`src/design/tcw_pkg.sv`:
```
package tcw_pkg;

    // item field widths
    localparam int CMD_W     = 2;
    localparam int CODE_W    = 8;
    localparam int INDEX_W   = 11;
    localparam int CELL_W    = 16;
    localparam int COLOUT_W  = 7;
    localparam int ROWOUT_W  = 5;
    localparam int CURIDX_W  = 11;
    localparam int COLOR_W   = 4;

    // stream widths
    localparam int S_TDATA_W = 24;
    localparam int S_TUSER_W = 2;
    localparam int M_TDATA_W = 48;

    // APB
    localparam int APB_ADDR_W = 3;
    localparam int APB_DATA_W = 32;
    localparam logic REG_FG = 1'b0;
    localparam logic REG_BG = 1'b1;

    typedef logic [CMD_W-1:0] cmd_t;
    localparam cmd_t CMD_PUT     = 2'd0;
    localparam cmd_t CMD_READ    = 2'd1;
    localparam cmd_t CMD_CLEAR   = 2'd2;
    localparam cmd_t CMD_RECOLOR = 2'd3;

    localparam logic [CODE_W-1:0] CHAR_NONE    = 8'h00;
    localparam logic [CODE_W-1:0] CHAR_NEWLINE = 8'h0A;
    localparam logic [CODE_W-1:0] CHAR_ERASE   = 8'h7F;
    localparam logic [CODE_W-1:0] CHAR_BLANK   = 8'h20;

    localparam logic [COLOR_W-1:0] RESET_FG   = 4'hF;
    localparam logic [COLOR_W-1:0] RESET_BG   = 4'h1;
    localparam logic [CELL_W-1:0]  RESET_CELL = {RESET_BG, RESET_FG, CHAR_BLANK};

    typedef logic [1:0] sweep_mode_t;
    localparam sweep_mode_t SW_INIT    = 2'd0;
    localparam sweep_mode_t SW_CLEAR   = 2'd1;
    localparam sweep_mode_t SW_RECOLOR = 2'd2;
    localparam sweep_mode_t SW_SCROLL  = 2'd3;

    typedef struct packed {
        logic        load_in;
        logic        load_out;
        logic        advance_row;
        logic        home_col;
        logic        put_char;
        logic        erase_char;
        logic        mark_sent;
        logic        read_cell;
        logic        sweep_begin;
        sweep_mode_t sweep_mode;
        logic        sweep_run;
    } ctrl_t;

    typedef struct packed {
        cmd_t cmd;
        logic is_zero;
        logic is_newline;
        logic is_erase;
        logic col_zero;
        logic col_full;
        logic row_last;
        logic cnt_last;
        logic sweep_init;
    } stat_t;

endpackage

```
`src/design/tcw_ctrl.sv`:
```
module tcw_ctrl
(
    input  logic            clk,
    input  logic            rst_n,
    input  tcw_pkg::stat_t  stat,
    output tcw_pkg::ctrl_t  ctrl,
    input  logic            s_tvalid,
    output logic            s_tready,
    output logic            m_tvalid,
    input  logic            m_tready
);

    localparam logic [2:0] S_INIT   = 3'd0;
    localparam logic [2:0] S_IDLE   = 3'd1;
    localparam logic [2:0] S_EXEC   = 3'd2;
    localparam logic [2:0] S_SWEEP  = 3'd3;
    localparam logic [2:0] S_FLUSH  = 3'd4;
    localparam logic [2:0] S_FINISH = 3'd5;

    logic [2:0] state_reg;
    logic [2:0] state_next;
    logic       out_valid_reg;
    logic       out_valid_next;
    logic       out_free;

    assign out_free = !out_valid_reg || m_tready;
    assign m_tvalid = out_valid_reg;

    always_comb
    begin
        ctrl       = '0;
        s_tready   = 1'b0;
        state_next = state_reg;
        case (state_reg)
            S_INIT:
            begin
                ctrl.sweep_run = 1'b1;
                if (stat.cnt_last)
                begin
                    state_next = S_FLUSH;
                end
            end
            S_IDLE:
            begin
                s_tready = 1'b1;
                if (s_tvalid)
                begin
                    ctrl.load_in = 1'b1;
                    state_next   = S_EXEC;
                end
            end
            S_EXEC:
            begin
                state_next = S_FINISH;
                case (stat.cmd)
                    tcw_pkg::CMD_PUT:
                    begin
                        if (stat.is_zero)
                        begin
                            state_next = S_FINISH;
                        end
                        else if (stat.is_erase)
                        begin
                            ctrl.erase_char = !stat.col_zero;
                        end
                        else if (stat.is_newline)
                        begin
                            ctrl.mark_sent = 1'b1;
                            if (stat.row_last)
                            begin
                                ctrl.home_col    = 1'b1;
                                ctrl.sweep_begin = 1'b1;
                                ctrl.sweep_mode  = tcw_pkg::SW_SCROLL;
                                state_next       = S_SWEEP;
                            end
                            else
                            begin
                                ctrl.advance_row = 1'b1;
                            end
                        end
                        else if (stat.col_full)
                        begin
                            // wrap first, write on the next pass through here
                            if (stat.row_last)
                            begin
                                ctrl.home_col    = 1'b1;
                                ctrl.sweep_begin = 1'b1;
                                ctrl.sweep_mode  = tcw_pkg::SW_SCROLL;
                                state_next       = S_SWEEP;
                            end
                            else
                            begin
                                ctrl.advance_row = 1'b1;
                                state_next       = S_EXEC;
                            end
                        end
                        else
                        begin
                            ctrl.put_char = 1'b1;
                        end
                    end
                    tcw_pkg::CMD_READ:
                    begin
                        ctrl.read_cell = 1'b1;
                    end
                    tcw_pkg::CMD_CLEAR:
                    begin
                        ctrl.sweep_begin = 1'b1;
                        ctrl.sweep_mode  = tcw_pkg::SW_CLEAR;
                        state_next       = S_SWEEP;
                    end
                    default:
                    begin
                        ctrl.sweep_begin = 1'b1;
                        ctrl.sweep_mode  = tcw_pkg::SW_RECOLOR;
                        state_next       = S_SWEEP;
                    end
                endcase
            end
            S_SWEEP:
            begin
                ctrl.sweep_run = 1'b1;
                if (stat.cnt_last)
                begin
                    state_next = S_FLUSH;
                end
            end
            S_FLUSH:
            begin
                // last pipelined cell write lands this cycle
                if (stat.sweep_init)
                begin
                    state_next = S_IDLE;
                end
                else if (stat.cmd == tcw_pkg::CMD_PUT && !stat.is_newline)
                begin
                    state_next = S_EXEC;
                end
                else
                begin
                    state_next = S_FINISH;
                end
            end
            S_FINISH:
            begin
                if (out_free)
                begin
                    ctrl.load_out = 1'b1;
                    s_tready      = 1'b1;
                    if (s_tvalid)
                    begin
                        ctrl.load_in = 1'b1;
                        state_next   = S_EXEC;
                    end
                    else
                    begin
                        state_next = S_IDLE;
                    end
                end
            end
            default:
            begin
                state_next = S_IDLE;
            end
        endcase
    end

    always_comb
    begin
        out_valid_next = out_valid_reg;
        if (ctrl.load_out)
        begin
            out_valid_next = 1'b1;
        end
        else if (m_tready)
        begin
            out_valid_next = 1'b0;
        end
    end

    always_ff @(posedge clk or negedge rst_n)
    begin
        if (!rst_n)
        begin
            state_reg     <= S_INIT;
            out_valid_reg <= 1'b0;
        end
        else
        begin
            state_reg     <= state_next;
            out_valid_reg <= out_valid_next;
        end
    end

endmodule

```
`config.mk`:
```
export PLATFORM = sky130hd
export DESIGN_NAME = tcw_ctrl
export DESIGN_NICKNAME = d
export VERILOG_FILES = /design/src/design/tcw_pkg.sv /design/src/design/tcw_ctrl.sv
export SDC_FILE = /design/constraint.sdc
export NUM_CORES = 1
export LEC_CHECK = 0
export ABC_AREA = 1
export BUFFER_PORTS_ARGS = -buffer_cell sky130_fd_sc_hd__buf_2
export CAP_MARGIN = 20
export CORE_MARGIN = 2
export CORE_UTILIZATION = 25
export DETAILED_ROUTE_END_ITERATION = 8
export GPL_ROUTABILITY_DRIVEN = 0
export PLACE_DENSITY = 0.54
export SETUP_SLACK_MARGIN = 0.4
export SYNTH_ARGS = -nofsm -noshare
export SYNTH_HDL_FRONTEND = slang
export SYNTH_SLANG_ARGS = --single-unit
```
`constraint.sdc`:
```
create_clock -name clk -period 3.2 [get_ports clk]
set_input_delay 0.32 -clock clk [delete_from_list [all_inputs] [get_ports clk]]
set_output_delay 0.32 -clock clk [all_outputs]
set_load 0.05 [all_outputs]
```
==> impl_metrics.csv <==
group,metric,value,unit
routing,route.vias.total,644,
die,fp.coreArea,1942,um^2
critical_path,critPathBufInv,2,
die,start_util,0.2610,
routing,drt-initial-drc-count,9,
critical_path,cpMaxStageDelayCell,"dfrtp_1",
critical_path,critPathMaxFanout,5,
synthesis,syn_inst,98,
timing,tightest_slew,0.3011,ns
routing,routedWlPerCell,7.813,um
grt,grt_max_degree,9,
power,switching_share,0.5989,
layout,antennaDiodeCount,0,
die,die_h,49.02,um
routing,finalWirelength,1.211,mm
synthesis,yosysTopAreaCellShare,0.2222,
timing,tns,0,ns
clock_network,insertion_delay,0.23,ns
synthesis,syn-num-nets,112,
grt,grt_pass1_wl,2.118,mm
timing,slew_headroom,0.7977,
critical_path,crit_family,"simple AND/OR/NAND/NOR gates",
layout,areaGrowthSynthToFinish,38.27,%
critical_path,startpoint_type,"flop",
die,io_pins,28,
status,status,"complete, no violations",
power,power.density,775.3,nW/um^2
power,seqPwrFrac,0.193,
synthesis,ys_ff_latch,4,
layout,layout-drive-gt1-share,0.2969,
grt,grt_pass1_vias,562,
grt,grt_usage,0.1124,
critical_path,crit_type,"flop to primary output",
critical_path,cpPeakStageDelay,0.41,ns
clock_network,post-cts-setup-buffers,0,
routing,avgViaCountPerCell,4.155,
synthesis,synth_area_leader_cell,"nand2_1",
timing,finalHoldViolCount,0,
synthesis,synth_area_leaders,"nand2_1 22%, dfrtp_1 20%, inv_1 13%",
timing,post-route-period-util,0.5981,
layout,final_cell_mix,"30 x nand2_1, 27 x buf_2, 18 x inv_1, 18 x nor2_1, 7 x nand3_1",
timing,max_freq,0.5225,GHz
timing,slew_violations,0,
power,p_sw,325.4,uW
die,die-width,49.02,um
clock_network,cts-root-buf,"clkbuf_4",
power,intPower,217.9,uW
die,num_rows,16,
run,cap_viol_max_count,0,
clock_network,htreeDepth,1,
critical_path,cp-end-kind,"primary output",
grt,antenna_found_initial,0,
critical_path,crit_arrival,1.59,ns
routing,first_pass_iters,4,
power,power_frac_comb,0.697,
routing,detail-route-antenna-nets,0,
layout,final_util,0.3608,
clock_network,post_cts_resized,0,
critical_path,cp.required,2.88,ns
worst_hold_path,hp-class,"input pin to flop",
synthesis,avgSynthCellArea,5.171,um^2
clock_network,cts_tree,"done",
layout,nets,144,
timing,period_needed,1.914,ns
layout,num-fill-cells,243,
timing,clock_skew,0.0002570,ns
power,p_total,543.2,uW
layout,largest_reg_flops,3,
clock_network,cts.reportedPaths.clkPinSlew,0.03,ns
synthesis,synth_area,506.7,um^2
clock_network,clockBufferDepth,2,
timing,finalSetupViolCount,0,
place,hpwl,1.084,mm
layout,final_common_cell,"nand2_1",
timing,rsz0062_at_grt,"no",
power,p_leak,0.4505,nW
die,dieArea,2403,um^2
critical_path,crit_chain,"inv_1 > nand2_1 > nor2_1 > nand4_1 > a21boi_1 > buf_2",
routing,drc,0,
power,vdd_drop_max,0.2420,mV
clock_network,cts_sinks,4,
synthesis,synth_cell_type_count,17,
power,p_clk_frac,0.111,
clock_network,cts-buffers-inserted,3,
place,port-buffer-count,27,
grt,grt-ovfl-total,0,
synthesis,synth-seq-area-share,0.1975,
synthesis,yosys_warnings,0,
area by class of cell:
type / count / area [um^2] / area share
clock buffer: 3 / 22.52 / 0.03214
inverter: 22 / 82.58 / 0.1179
multi-input combinational: 71 / 316.6 / 0.4518
sequential: 4 / 100.1 / 0.1429
tap: 27 / 33.78 / 0.04821
timing repair buffer: 28 / 145.1 / 0.2071
worst paths after layout:
kind | start | depth (start not counted) | end | slack [ns]
max in group asynchronous | rst_n | 2 | state_reg[1] | 2.67
min in group asynchronous | rst_n | 2 | state_reg[2] | 0.42
hold reg to reg | m_tvalid | 2 | m_tvalid | 0.56
setup reg to reg | state_reg[1] | 9 | state_reg[1] | 2.02
hold / removal | m_tready | 2 | m_tvalid | 0.30
setup / recovery | state_reg[0] | 6 | ctrl[1] | 1.29
power by group through the flow:
stage / Sequential (mW) / Clock, mW / Combinational (mW)
after floorplan: 0.122 / 0 / 0.289
after global placement: 0.104 / 0 / 0.384
after detailed placement: 0.105 / 0 / 0.383
after CTS: 0.104 / 0.0638 / 0.385
after global routing: 0.109 / 0.0686 / 0.425
final: 0.105 / 0.0602 / 0.378
repair_timing:
| action | 4_1_cts | 5_1_grt |
|---|---|---|
| endpoints found under the setup margin | 0 | 0 |
| hold buffers | 1 | 0 |
| hold endpoints to repair | 4 | 0 |
per-stage QoR:
step / hold WS (ns) / instances / setup slack (ns) / cell area [um^2]
floorplan: 0.02441 / 98 / 0.7094 / 506.7
global placement: 0.1305 / 151 / 1.557 / 668.1
detailed placement: 0.1265 / 151 / 1.506 / 668.1
CTS: 0.2940 / 155 / 1.255 / 700.7
global route: 0.3211 / 155 / 1.120 / 700.7
finish: 0.3012 / 155 / 1.286 / 700.7
cell usage after synthesis (all sizes together):
master / number
nand2: 32
inv: 22
nor2: 19
nand3: 8
dfrtp: 4
nor3: 3
nor4: 3
o21ai: 3
a21boi: 1
a21oi: 1
buf: 1
nand4: 1
kinds of logic (layout without fill, tap and decap cells):
family	after synthesis	count (layout)	synth area share
and+or+nand+nor	66	66	0.5704
buffers and inverters	23	53	0.1778
AOI/OAI and AO/OA	5	5	0.05431
DFF	4	4	0.1975
layer usage:
layer / routed length [um] / up-vias / GRT usage
met4: 13 / 0 / 0.07143
met5: 0 / - / 0
li1: - / 361 / -
met1: 598 / 272 / 0.1391
met3: 32 / 2 / 0.02147
met2: 566 / 9 / 0.1781
Note: power is estimated with default switching activity, not from simulation.
